[src/rtl/core/spcr_pkg.sv]
package spcr_pkg;

  // Field and port widths
  localparam int unsigned LevelW   = 10;
  localparam int unsigned MarginW  = 13;
  localparam int unsigned BoostW   = 12;
  localparam int unsigned GainW    = 16;
  localparam int unsigned PowerW   = 16;
  localparam int unsigned CntW     = 3;
  localparam int unsigned KindW    = 2;
  localparam int unsigned CfgIdxW  = 3;
  localparam int unsigned CfgDataW = 16;
  localparam int unsigned InDataW  = 24;
  localparam int unsigned OutDataW = 16;

  // Beat kinds carried in the slave-side tuser
  typedef enum logic [KindW-1:0] {
    KindTick  = 2'd0,
    KindOff   = 2'd1,
    KindEmerg = 2'd2
  } kind_e;

  // Configuration register indexes
  localparam logic [CfgIdxW-1:0] RegMaxLevel  = 3'd0;
  localparam logic [CfgIdxW-1:0] RegMargin    = 3'd1;
  localparam logic [CfgIdxW-1:0] RegBoostPwr  = 3'd2;
  localparam logic [CfgIdxW-1:0] RegPGain     = 3'd3;
  localparam logic [CfgIdxW-1:0] RegIGain     = 3'd4;

  // Register reset values
  localparam logic [LevelW-1:0]         MaxLevelRst = 10'd1023;
  localparam logic signed [MarginW-1:0] MarginRst   = -13'sd50;
  localparam logic [BoostW-1:0]         BoostPwrRst = 12'd500;
  localparam logic [GainW-1:0]          PGainRst    = 16'd256;
  localparam logic [GainW-1:0]          IGainRst    = 16'd64;

  // Tick counts
  localparam logic [CntW-1:0] OffDelay      = 3'd4;
  localparam logic [CntW-1:0] OffDelayBoost = 3'd5;
  localparam logic [CntW-1:0] WarmupTicks   = 3'd5;

  // Division by three: floor(x * 683 / 2048), exact for x below 2048
  localparam logic [9:0] Recip3   = 10'd683;
  localparam int unsigned Recip3Sh = 11;

  // Result beat, dac_code in the lowest bits
  typedef struct packed {
    logic              regulating;
    logic              boost_on;
    logic              power_on;
    logic [LevelW-1:0] dac_code;
  } result_t;

  localparam int unsigned ResultW = $bits(result_t);

endpackage

[src/rtl/core/surplus_power_charger_regulator.sv]
// Surplus-power charger regulator.
// Slave stream (s_axis_*): one beat per command. tuser carries the kind (control
// tick, off, emergency charge); tdata carries the measured grid power and flags.
// Master stream (m_axis_*): exactly one result beat per accepted command, giving
// the DAC code, the power and booster switch drives and the regulating flag.
// Configuration: cfg_we_i writes cfg_data_i into register cfg_idx_i at the clock
// edge; write only while no command is in flight.
// Timing: an accepted command's result is registered in the output buffer.
// The state update (one 16x16 multiply, an add and the clamp) lies between
// the state registers and the result register, so the throughput is one
// beat per cycle while tready is high. A two-entry output buffer (result
// register plus skid register) lets a new command in while a result waits;
// tready drops only when both entries hold results, so a stall of the
// receiver holds the oldest result and blocks the input after one further beat.
// Reset: state clears to zero (charger idle, level 0, booster off), the
// configuration returns to its defaults and the output buffer empties.
module surplus_power_charger_regulator (
  input  logic                          clk_i,
  input  logic                          rst_ni,
  // slave side
  input  logic                          s_axis_tvalid,
  output logic                          s_axis_tready,
  // tdata: grid_power_w[15:0], boost_allowed[16], battery_full[17],
  //        emergency_enable[18], heating[19], zero[23:20]
  input  logic [spcr_pkg::InDataW-1:0]  s_axis_tdata,
  // tuser: kind[1:0]
  input  logic [spcr_pkg::KindW-1:0]    s_axis_tuser,
  // master side
  output logic                          m_axis_tvalid,
  input  logic                          m_axis_tready,
  // tdata: dac_code[9:0], power_on[10], boost_on[11], regulating[12], zero[15:13]
  output logic [spcr_pkg::OutDataW-1:0] m_axis_tdata,
  // configuration write port
  input  logic                          cfg_we_i,
  input  logic [spcr_pkg::CfgIdxW-1:0]  cfg_idx_i,
  input  logic [spcr_pkg::CfgDataW-1:0] cfg_data_i
);
  import spcr_pkg::*;

  // configuration registers
  logic [LevelW-1:0]         max_q;
  logic signed [MarginW-1:0] margin_q;
  logic [BoostW-1:0]         boost_pwr_q;
  logic [GainW-1:0]          p_gain_q;
  logic [GainW-1:0]          i_gain_q;

  // regulator state
  logic [LevelW-1:0] level_q, level_d;
  logic              active_q, active_d;
  logic              power_q, power_d;
  logic              boost_q, boost_d;
  logic [CntW-1:0]   off_q, off_d;
  logic [CntW-1:0]   warm_q, warm_d;

  // output buffer
  result_t out_q, skid_q, res_d;
  logic    out_valid_q, skid_valid_q;

  // input fields
  kind_e                    kind;
  logic signed [PowerW-1:0] w;
  logic                     boost_ok, full, en, heat;
  logic                     in_fire, out_fire;

  // datapath
  logic signed [PowerW:0]   w_x, margin_x, boost_x, err;
  logic signed [MarginW-1:0] half_margin;
  logic [PowerW:0]          mag_x;
  logic [GainW-1:0]         gain;
  logic [2*GainW-1:0]       prod;
  logic [2*GainW:0]         rnd;
  logic [2*GainW-8:0]       q;
  logic signed [2*GainW-6:0] step;
  logic signed [2*GainW-5:0] sum;
  logic [LevelW-1:0]        clamped;
  logic [LevelW:0]          max_p1;
  logic [LevelW+10:0]       third_prod;
  logic [LevelW-1:0]        third;
  logic                     below_margin, in_dead, below_boost, below_neg_boost;
  logic                     w_nonpos;
  logic                     boost_tmp, hold;
  logic [CntW-1:0]          off_tmp;

  // unpack the input beat
  assign kind     = kind_e'(s_axis_tuser);
  assign w        = s_axis_tdata[PowerW-1:0];
  assign boost_ok = s_axis_tdata[PowerW];
  assign full     = s_axis_tdata[PowerW+1];
  assign en       = s_axis_tdata[PowerW+2];
  assign heat     = s_axis_tdata[PowerW+3];

  assign in_fire  = s_axis_tvalid && s_axis_tready;
  assign out_fire = out_valid_q && m_axis_tready;

  // compares against the margin and booster power
  assign w_x             = {w[PowerW-1], w};
  assign margin_x        = {{(PowerW+1-MarginW){margin_q[MarginW-1]}}, margin_q};
  assign boost_x         = {{(PowerW+1-BoostW){1'b0}}, boost_pwr_q};
  assign w_nonpos        = w[PowerW-1] || (w == '0);
  assign below_margin    = w_x < margin_x;
  assign in_dead         = (w_x > margin_x) && w_nonpos;
  assign below_boost     = w_x < boost_x;
  assign below_neg_boost = w_x < -boost_x;

  // error against half the margin, scaled by the selected gain and rounded
  assign half_margin = margin_q >>> 1;
  assign err   = w_x - {{(PowerW+1-MarginW){half_margin[MarginW-1]}}, half_margin};
  assign mag_x = err[PowerW] ? $unsigned(-err) : $unsigned(err);
  assign gain  = full ? p_gain_q : i_gain_q;
  assign prod  = (2*GainW)'(mag_x[GainW-1:0]) * (2*GainW)'(gain);
  assign rnd   = {1'b0, prod} + (2*GainW+1)'(128);
  assign q     = rnd[2*GainW:8];
  assign step  = err[PowerW] ? -$signed({2'b0, q}) : $signed({2'b0, q});
  assign sum   = $signed({step[2*GainW-6], step})
               + $signed({{(2*GainW-4-LevelW){1'b0}},
                          (full ? {LevelW{1'b0}} : level_q)});

  // saturate to 0..max_level
  always_comb begin
    if (sum > $signed({{(2*GainW-4-LevelW){1'b0}}, max_q})) begin
      clamped = max_q;
    end else if (sum[2*GainW-5]) begin
      clamped = '0;
    end else begin
      clamped = sum[LevelW-1:0];
    end
  end

  // round(max_level / 3) as floor((max_level + 1) / 3)
  assign max_p1     = {1'b0, max_q} + (LevelW+1)'(1);
  assign third_prod = (LevelW+11)'(max_p1) * (LevelW+11)'(Recip3);
  assign third      = third_prod[Recip3Sh +: LevelW];

  // next state for the offered beat
  always_comb begin
    level_d   = level_q;
    active_d  = active_q;
    power_d   = power_q;
    boost_d   = boost_q;
    off_d     = off_q;
    warm_d    = warm_q;
    boost_tmp = boost_q;
    hold      = 1'b0;
    off_tmp   = off_q;
    case (kind)
      KindTick: begin
        if (!active_q) begin
          if (below_margin) begin
            level_d  = '0;
            power_d  = 1'b1;
            active_d = 1'b1;
            off_d    = OffDelay;
            warm_d   = WarmupTicks;
          end
        end else if (warm_q != '0) begin
          warm_d = warm_q - CntW'(1);
        end else if (!in_dead) begin
          // booster switching
          if (!boost_ok && boost_q) begin
            boost_tmp = 1'b0;
          end else if (boost_ok && below_boost && (level_q >= max_q) && !boost_q) begin
            boost_tmp = 1'b1;
            hold      = 1'b1;
          end
          boost_d = boost_tmp;
          if (!hold) begin
            level_d = clamped;
            // drop the booster once the level falls to half
            if (boost_tmp && ({clamped, 1'b0} <= {1'b0, max_q})) begin
              boost_d = 1'b0;
              if (below_neg_boost) begin
                off_tmp = OffDelayBoost;
              end
            end
            // delayed turn-off
            if ((clamped != '0) || w_nonpos) begin
              active_d = 1'b1;
              off_d    = OffDelay;
            end else if (off_tmp != '0) begin
              off_d = off_tmp - CntW'(1);
            end else begin
              active_d = 1'b0;
              off_d    = off_tmp;
            end
            power_d = active_d;
          end
        end
      end
      KindOff: begin
        level_d  = '0;
        power_d  = 1'b0;
        active_d = 1'b0;
      end
      KindEmerg: begin
        if (!active_q) begin
          level_d = (en && heat) ? third : '0;
          power_d = en;
        end
      end
      default: begin
      end
    endcase
  end

  // result beat from the next state
  always_comb begin
    res_d.dac_code   = (level_d > max_q) ? max_q : level_d;
    res_d.power_on   = power_d;
    res_d.boost_on   = boost_d;
    res_d.regulating = active_d;
  end

  // configuration registers
  always_ff @(posedge clk_i or negedge rst_ni) begin
    if (!rst_ni) begin
      max_q       <= MaxLevelRst;
      margin_q    <= MarginRst;
      boost_pwr_q <= BoostPwrRst;
      p_gain_q    <= PGainRst;
      i_gain_q    <= IGainRst;
    end else if (cfg_we_i) begin
      case (cfg_idx_i)
        RegMaxLevel: max_q       <= cfg_data_i[LevelW-1:0];
        RegMargin:   margin_q    <= cfg_data_i[MarginW-1:0];
        RegBoostPwr: boost_pwr_q <= cfg_data_i[BoostW-1:0];
        RegPGain:    p_gain_q    <= cfg_data_i[GainW-1:0];
        RegIGain:    i_gain_q    <= cfg_data_i[GainW-1:0];
        default: begin
        end
      endcase
    end
  end

  // advance the regulator state on each accepted beat
  always_ff @(posedge clk_i or negedge rst_ni) begin
    if (!rst_ni) begin
      level_q  <= '0;
      active_q <= 1'b0;
      power_q  <= 1'b0;
      boost_q  <= 1'b0;
      off_q    <= '0;
      warm_q   <= '0;
    end else if (in_fire) begin
      level_q  <= level_d;
      active_q <= active_d;
      power_q  <= power_d;
      boost_q  <= boost_d;
      off_q    <= off_d;
      warm_q   <= warm_d;
    end
  end

  // output buffer valids
  always_ff @(posedge clk_i or negedge rst_ni) begin
    if (!rst_ni) begin
      out_valid_q  <= 1'b0;
      skid_valid_q <= 1'b0;
    end else if (!out_valid_q || out_fire) begin
      if (skid_valid_q) begin
        out_valid_q  <= 1'b1;
        skid_valid_q <= in_fire;
      end else begin
        out_valid_q <= in_fire;
      end
    end else if (in_fire) begin
      skid_valid_q <= 1'b1;
    end
  end

  // output buffer payload
  always_ff @(posedge clk_i) begin
    if (!out_valid_q || out_fire) begin
      if (skid_valid_q) begin
        out_q <= skid_q;
        if (in_fire) begin
          skid_q <= res_d;
        end
      end else if (in_fire) begin
        out_q <= res_d;
      end
    end else if (in_fire) begin
      skid_q <= res_d;
    end
  end

  assign s_axis_tready = !skid_valid_q;
  assign m_axis_tvalid = out_valid_q;
  assign m_axis_tdata  = {(OutDataW-ResultW)'(0), out_q};

endmodule

[config.mk]
export PLATFORM = sky130hd
export DESIGN_NAME = surplus_power_charger_regulator
export DESIGN_NICKNAME = d
export VERILOG_FILES = /design/src/rtl/core/spcr_pkg.sv /design/src/rtl/core/surplus_power_charger_regulator.sv
export SDC_FILE = /design/constraint.sdc
export NUM_CORES = 1
export LEC_CHECK = 0
export ABC_CLOCK_PERIOD_IN_PS = 16350
export BUFFER_PORTS_ARGS = -buffer_cell sky130_fd_sc_hd__buf_4
export CAP_MARGIN = 20
export CORE_MARGIN = 2
export CORE_UTILIZATION = 59
export CTS_CLUSTER_DIAMETER = 60
export DETAILED_ROUTE_END_ITERATION = 10
export GPL_TIMING_DRIVEN = 0
export HOLD_SLACK_MARGIN = 0.05
export PLACE_DENSITY_LB_ADDON = 0.25
export SLEW_MARGIN = 20
export SYNTH_ARGS = -nofsm -noshare
export SYNTH_HDL_FRONTEND = slang
export SYNTH_SLANG_ARGS = --single-unit
[constraint.sdc]
create_clock -name clk_i -period 16.35 [get_ports clk_i]
set_input_delay 2.4525 -clock clk_i [delete_from_list [all_inputs] [get_ports clk_i]]
set_output_delay 2.4525 -clock clk_i [all_outputs]
set_load 0.01 [all_outputs]
# [Word level (Yosys, flattened, before mapping)]
# Index checks and enable logic that the tools add are counted.
[word_totals] input_bits=50 reg_bits=114 out_inout_bits=18
[classes] order_cmp=8 addsub=9 n_eq_ne=11 n_mux=74 n_mul=2 n_reduce_logical=33
[ops] op="$mux W10" count=11
[ops] op="$mux W13" count=5
[ops] op="$mux W3" count=17
[ops] op="$mux W1" count=35
[ops] op="$add A32 B8 Y33 const B" count=1
[ops] op="$lt A16 B13 Y1" count=2
[ops] op="$mul A16 B16 Y32" count=1
[ops] op="$mux W16" count=2
[ops] op="$pmux W10 S3" count=1
[ops] op="$add A27 B11 Y28" count=1
[ops] op="$gt A28 B11 Y1" count=1
[ops] op="$mux W27" count=1
[ops] op="$neg A25 Y27" count=1
[ops] op="$mul A11 B10 Y21 const B" count=1
[ops] op="$lt A16 B17 Y1" count=1
[ops] op="$neg A12 Y17" count=1
[ops] op="$sub A16 B12 Y17" count=1
[ops] op="$gt A16 B13 Y1" count=1
[ops] op="$logic_not A16 Y1" count=1
[ops] op="$neg A16 Y16" count=1
[ops] op="$reduce_and A2 Y1" count=6
[ops] op="$add A10 B1 Y11 const B" count=1
[ops] op="$le A11 B10 Y1" count=1
[ops] op="$ge A10 B10 Y1" count=1
[ops] op="other kinds (21)" count=42

# [Logic depth before layout (Yosys ltp)]
[depth] word_depth=29 mapped_depth=78 mapped_depth_nobuf=73

# [Worst setup path before layout]
# Ideal clock, no wire load.
[synth_timing] path_kind="input -> register" from="in s_axis_tdata[0] in the netlist's numbering" to="reg out_q (netlist bit m_axis_tdata[10]), data pin" arrival_time_ns=17.498 cell_stages=73 t_required_ns=16.089 slack_ns=-1.409 setup_ns=0.261 path_cell_list="inv_1 ha_1 fa_1 nand2b_1 a21oi_1 o21ba_2 a21oi_4 buf_6 buf_4 xnor2_1 clkbuf_1 clkbuf_1 buf_1 a31oi_1 xnor2_1 clkbuf_1 nor2_1 fa_1 [37 not listed] ha_1 a21o_1 a21oi_1 nor2b_1 o21ai_0 nand2b_1 a21oi_1 nor2b_1 o21ai_0 nand2b_1 a21oi_1 nor2_1 nor3_1 nand2b_1 ha_1 ha_1 a41oi_1 a221o_1"
[synth_between] elab_chain_cells=28 word_cells_on_any_way=55 cone_classes="5 x add/sub; 1 x mul; 6 x order compare; 33 x mux; 10 x reduce/logical"
[synth_lines] element="from (decl)" line_no="surplus_power_charger_regulator.sv:25" source="input logic [spcr_pkg::InDataW-1:0] s_axis_tdata,"
[synth_lines] element="$sub A16 B12 Y17" line_no="surplus_power_charger_regulator.sv:107" source="assign err = w_x - {{(PowerW+1-MarginW){half_margin[MarginW-1]}}, half_margin};"
[synth_lines] element="$neg A16 Y16" line_no="surplus_power_charger_regulator.sv:108" source="assign mag_x = err[PowerW] ? $unsigned(-err) : $unsigned(err);"
[synth_lines] element="$mux W16" line_no="surplus_power_charger_regulator.sv:108"
[synth_lines] element="$mul A16 B16 Y32" line_no="surplus_power_charger_regulator.sv:110" source="assign prod = (2*GainW)'(mag_x[GainW-1:0]) * (2*GainW)'(gain);"
[synth_lines] element="$add A32 B8 Y33" line_no="surplus_power_charger_regulator.sv:111" source="assign rnd = {1'b0, prod} + (2*GainW+1)'(128);"
[synth_lines] element="$neg A25 Y27" line_no="surplus_power_charger_regulator.sv:113" source="assign step = err[PowerW] ? -$signed({2'b0, q}) : $signed({2'b0, q});"
[synth_lines] element="$mux W27" line_no="surplus_power_charger_regulator.sv:113"
[synth_lines] element="$add A27 B11 Y28" line_no="surplus_power_charger_regulator.sv:115" source="+ $signed({{(2*GainW-4-LevelW){1'b0}},"
[synth_lines] element="[12 not listed]"
[synth_lines] element="$mux W1" line_no="surplus_power_charger_regulator.sv:176" source="if ((clamped != '0) || w_nonpos) begin"
[synth_lines] element="$mux W1" line_no="surplus_power_charger_regulator.sv:166" source="if (!hold) begin"
[synth_lines] element="$mux W1" line_no="surplus_power_charger_regulator.sv:157" source="end else if (!in_dead) begin"
[synth_lines] element="$mux W1" line_no="surplus_power_charger_regulator.sv:155" source="end else if (warm_q != '0) begin"
[synth_lines] element="$mux W1 *" line_no="surplus_power_charger_regulator.sv:147" source="if (!active_q) begin"
[synth_lines] element="$pmux W1 S3 *" line_no="surplus_power_charger_regulator.sv:145" source="case (kind)"
[synth_lines] element="$mux W13 *" line_no="surplus_power_charger_regulator.sv:278" source="end else if (in_fire) begin"
[synth_lines] element="$mux W13 *" line_no="surplus_power_charger_regulator.sv:273" source="if (skid_valid_q) begin"
[synth_lines] element="to (signal assigned)" line_no="surplus_power_charger_regulator.sv:274" source="out_q <= skid_q;"
[synth_lines] element="to (signal assigned)" line_no="surplus_power_charger_regulator.sv:279" source="out_q <= res_d;"
[synth_lines] element="to (decl)" line_no="surplus_power_charger_regulator.sv:56" source="result_t out_q, skid_q, res_d;"
# Every way passes the cells marked *; elsewhere a longest branch is shown, timed or not. The select of a mux whose other input is x is not followed.
# A chain may end at the register's enable or synchronous reset.

==> results by group <==
Finish
  – Share of layout cells above drive strength 1: 24.44%
  – Ant. Diodes: 0
  – Layout Cells excl Fill: 3,198
  – Most common cell after layout, fill and taps aside: inv_1
  – Commonest cells after routing, fill and taps aside: 342 x inv_1, 262 x ha_1, 242 x nand2_1
  – # nets final: 3,289
  – Filler cells: 2,466
  – Area growth, synth to finish: 25.10%

Clocking
  – CTS clk-pin slew, worst paths: 0.06 ns
  – CTS tree: done
  – CTS buffer count: 17
  – Clk_lat worst skew: 0.43 ns
  – Max clock buf depth: 2
  – Root buffer selected by CTS: clkbuf_16
  – # hold bufs at CTS: 0
  – Htree depth: 4
  – Clk sinks: 114

Synth
  – Post-Syn Instances: 2,474
  – Distinct cells, synth: 88
  – Async SR Flop Fraction: 77.19%
  – Mapped Area: 21,360 sq um
  – YS warnings: 0
  – EDFF count, synth: 26
  – Synthesis-stage register bit count: 114
  – Mean cell area of the mapped netlist: 8.635 sq um
  – Main synth FF type: dfrtp_1
  – Sequential-to-total area share from yosys stat: 14.13%

Placed design
  – Cells after DPL: 2,998
  – Port Buffers: 59
  – Hpwl dp: 51,600 microns
  – Placer's final routability congestion estimate: 1.045

Worst hold path
  – Hold Crit Class: flop to flop

Routing
  – Via count: 20,400
  – Avg WL per Cell: 22.68 microns
  – Final WL: 72,520 microns
  – DRT iter0 DRCs: 2,223
  – DRC Markers: 0
  – Antenna viol nets, final: 0
  – First-pass DRT Iterations: 6
  – DR vias/cell: 6.379

Floorplanning
  – Row count: 69
  – Starting Density: 59.92%
  – Die H: 194.3 microns
  – Io pins: 68
  – Die area: 37,750 sq um
  – Die width: 194.3 microns
  – Core box area: 35,660 sq um

GRT
  – Initial antenna violation count: 0
  – Vias in the first global route: 20,000
  – Total track usage: 35.67%
  – Grt ovf: 0
  – First-pass GRT wire length: 105,800 microns
  – Largest net degree at the start of global routing: 89

STA
  – Post-layout worst setup margin: -0.1065 ns
  – RSZ-0062 raised after global routing: true
  – Setup TNS: -0.4679 ns
  – Least-Margin Pin Slew: 1.163 ns
  – Skew final: 0.01063 ns
  – Fin. max-slew vios: 0
  – # setup viols final: 5
  – Worst slew margin: 20.26%
  – Period utilisation layout: 100.7%
  – Fin. Hold Viols: 0
  – Peak Freq: 0.06077 GHz
  – Minimum clock period: 16.46 ns

Worst setup path
  – Slowest stage cell, crit path: fa_2
  – CP Capture Type: flop
  – CP Launch Type: input port
  – Crit path max fanout: 7
  – CP max stage delay: 0.56 ns
  – Crit Path Class: input port to flop
  – Reg2Reg Setup Slack: 1.39 ns
  – Most used cell, CP: fa_1
  – Req. time, crit path: 16.52 ns
  – Crit path DAT: 16.63 ns

Job
  – Max-cap viol count: 0

Run status
  – Status: finished with violations
  – Failing checks: negative setup slack
through the flow:
| step | setup WS (ns) | hold slack (ns) | area [sq um] | utilization (%) |
|---|---|---|---|---|
| CTS | 0.001567 | 0.5090 | 25100 | 70.41 |
| global route | -0.5518 | 0.5448 | 26730 | 74.96 |
| floorplan | 0.003928 | 0.4713 | 21550 | - |
| finish | -0.1065 | 0.5169 | 26730 | 74.96 |
| global placement | -3.252 | 0.4826 | 22570 | 63.29 |
| detailed placement | -3.390 | 0.4928 | 22610 | 63.41 |
critical path, delay by kind of cell:
family | cells | cell delay [ns]
AO/OA/AOI/OAI | 16 | 3.38
XOR/XNOR | 2 | 0.32
adder cells (fa/ha/maj) | 9 | 3.96
buffers and inverters | 7 | 0.98
multiplexers | 5 | 1.60
AND/OR/NAND/NOR | 21 | 3.92
layer usage:
metal  track usage [%]  wire (microns)  vias to the layer above
li1                  -               -                     8855
met1             47.21           28590                     9997
met2             57.14           32880                     1255
met3             8.384            7632                      293
met4             13.39            3422                        0
met5                 0               0                        -
synth_stat cells (11+ instances only):
library cell,instances,area [sq um]
inv_1,349,1310
ha_1,292,3654
nand2_1,258,968.4
fa_1,223,4464
nor2_1,223,837.1
o21ai_0,114,570.6
a21oi_1,105,525.5
xnor2_1,82,718.2
a21o_1,61,457.9
dfrtp_1,60,1501
mux2_2,60,675.7
clkbuf_1,56,210.2
nand2b_1,48,300.3
xor2_1,38,332.8
mux2i_1,37,370.4
nand3_1,37,185.2
nor3_1,37,185.2
nand4_1,32,200.2
dfstp_2,28,735.7
nor2b_1,28,175.2
edfxtp_1,26,780.8
and2_1,21,131.4
o21a_1,16,120.1
a31oi_1,15,93.84
and3_1,14,87.58
nor4_1,14,87.58
o21bai_1,14,105.1
o211ai_1,12,90.09
o31ai_1,11,82.58
or2_2,11,68.82
area by class of cell:
| type | count | area [sq um] | area share (%) |
|---|---|---|---|
| buffer | 60 | 401.6 | 1.503 |
| clock buffer | 18 | 429.2 | 1.606 |
| clock inverter | 14 | 155.1 | 0.5805 |
| inverter | 350 | 1323 | 4.949 |
| multi-input combinational | 1942 | 18930 | 70.83 |
| sequential | 114 | 3018 | 11.29 |
| tap | 461 | 576.8 | 2.158 |
| timing repair buffer | 239 | 1893 | 7.083 |
registers in the layout, summed over array words and instances, names as in the netlist, 3 cells and up:
name and flops:
warm_q 3, i_gain_q 16, p_gain_q 16, boost_pwr_q 12
level_q 10, m_axis_tdata 13, skid_q 13, margin_q 13
max_q 10, off_q 3
path summary, 6_finish.rpt:
kind                                  from         endpoint  cells after the start
max                        s_axis_tdata[1]  m_axis_tdata[2]                     60
min                            i_gain_q[9]      i_gain_q[9]                      1
max reg2reg                    margin_q[2]  m_axis_tdata[2]                     60
min reg2reg                    i_gain_q[9]      i_gain_q[9]                      1
max in group asynchronous           rst_ni      p_gain_q[7]                      1
min in group asynchronous           rst_ni    m_axis_tvalid                      1
what timing repair did:
| action | 4_1_cts | 5_1_grt |
|---|---|---|
| pin swaps | 67 | 137 |
| gates resized for setup | 218 | 221 |
| buffers inserted | 103 | 74 |
| endpoints found under the setup margin | 41 | 32 |
| endpoints found under the hold margin | 0 | 0 |
| cloned | 0 | 2 |
cell families (layout without fill, tap and decap cells):
logic type                 Yosys count  in the layout  synth area share, %
AOI/OAI and AO/OA                  436            436                13.34
xor gates and xnor gates           120            120                4.920
adders and majority gates          515            515                38.00
buffers and inverters              420            681                7.532
DFF                                114            114                14.13
muxes                              100            100                5.072
other                                1              3              0.01755
and+or+nand+nor                    768            768                16.99
Power is not shown: default switching activity piles up to over one toggle a cycle in this logic, so the estimate is an artifact.
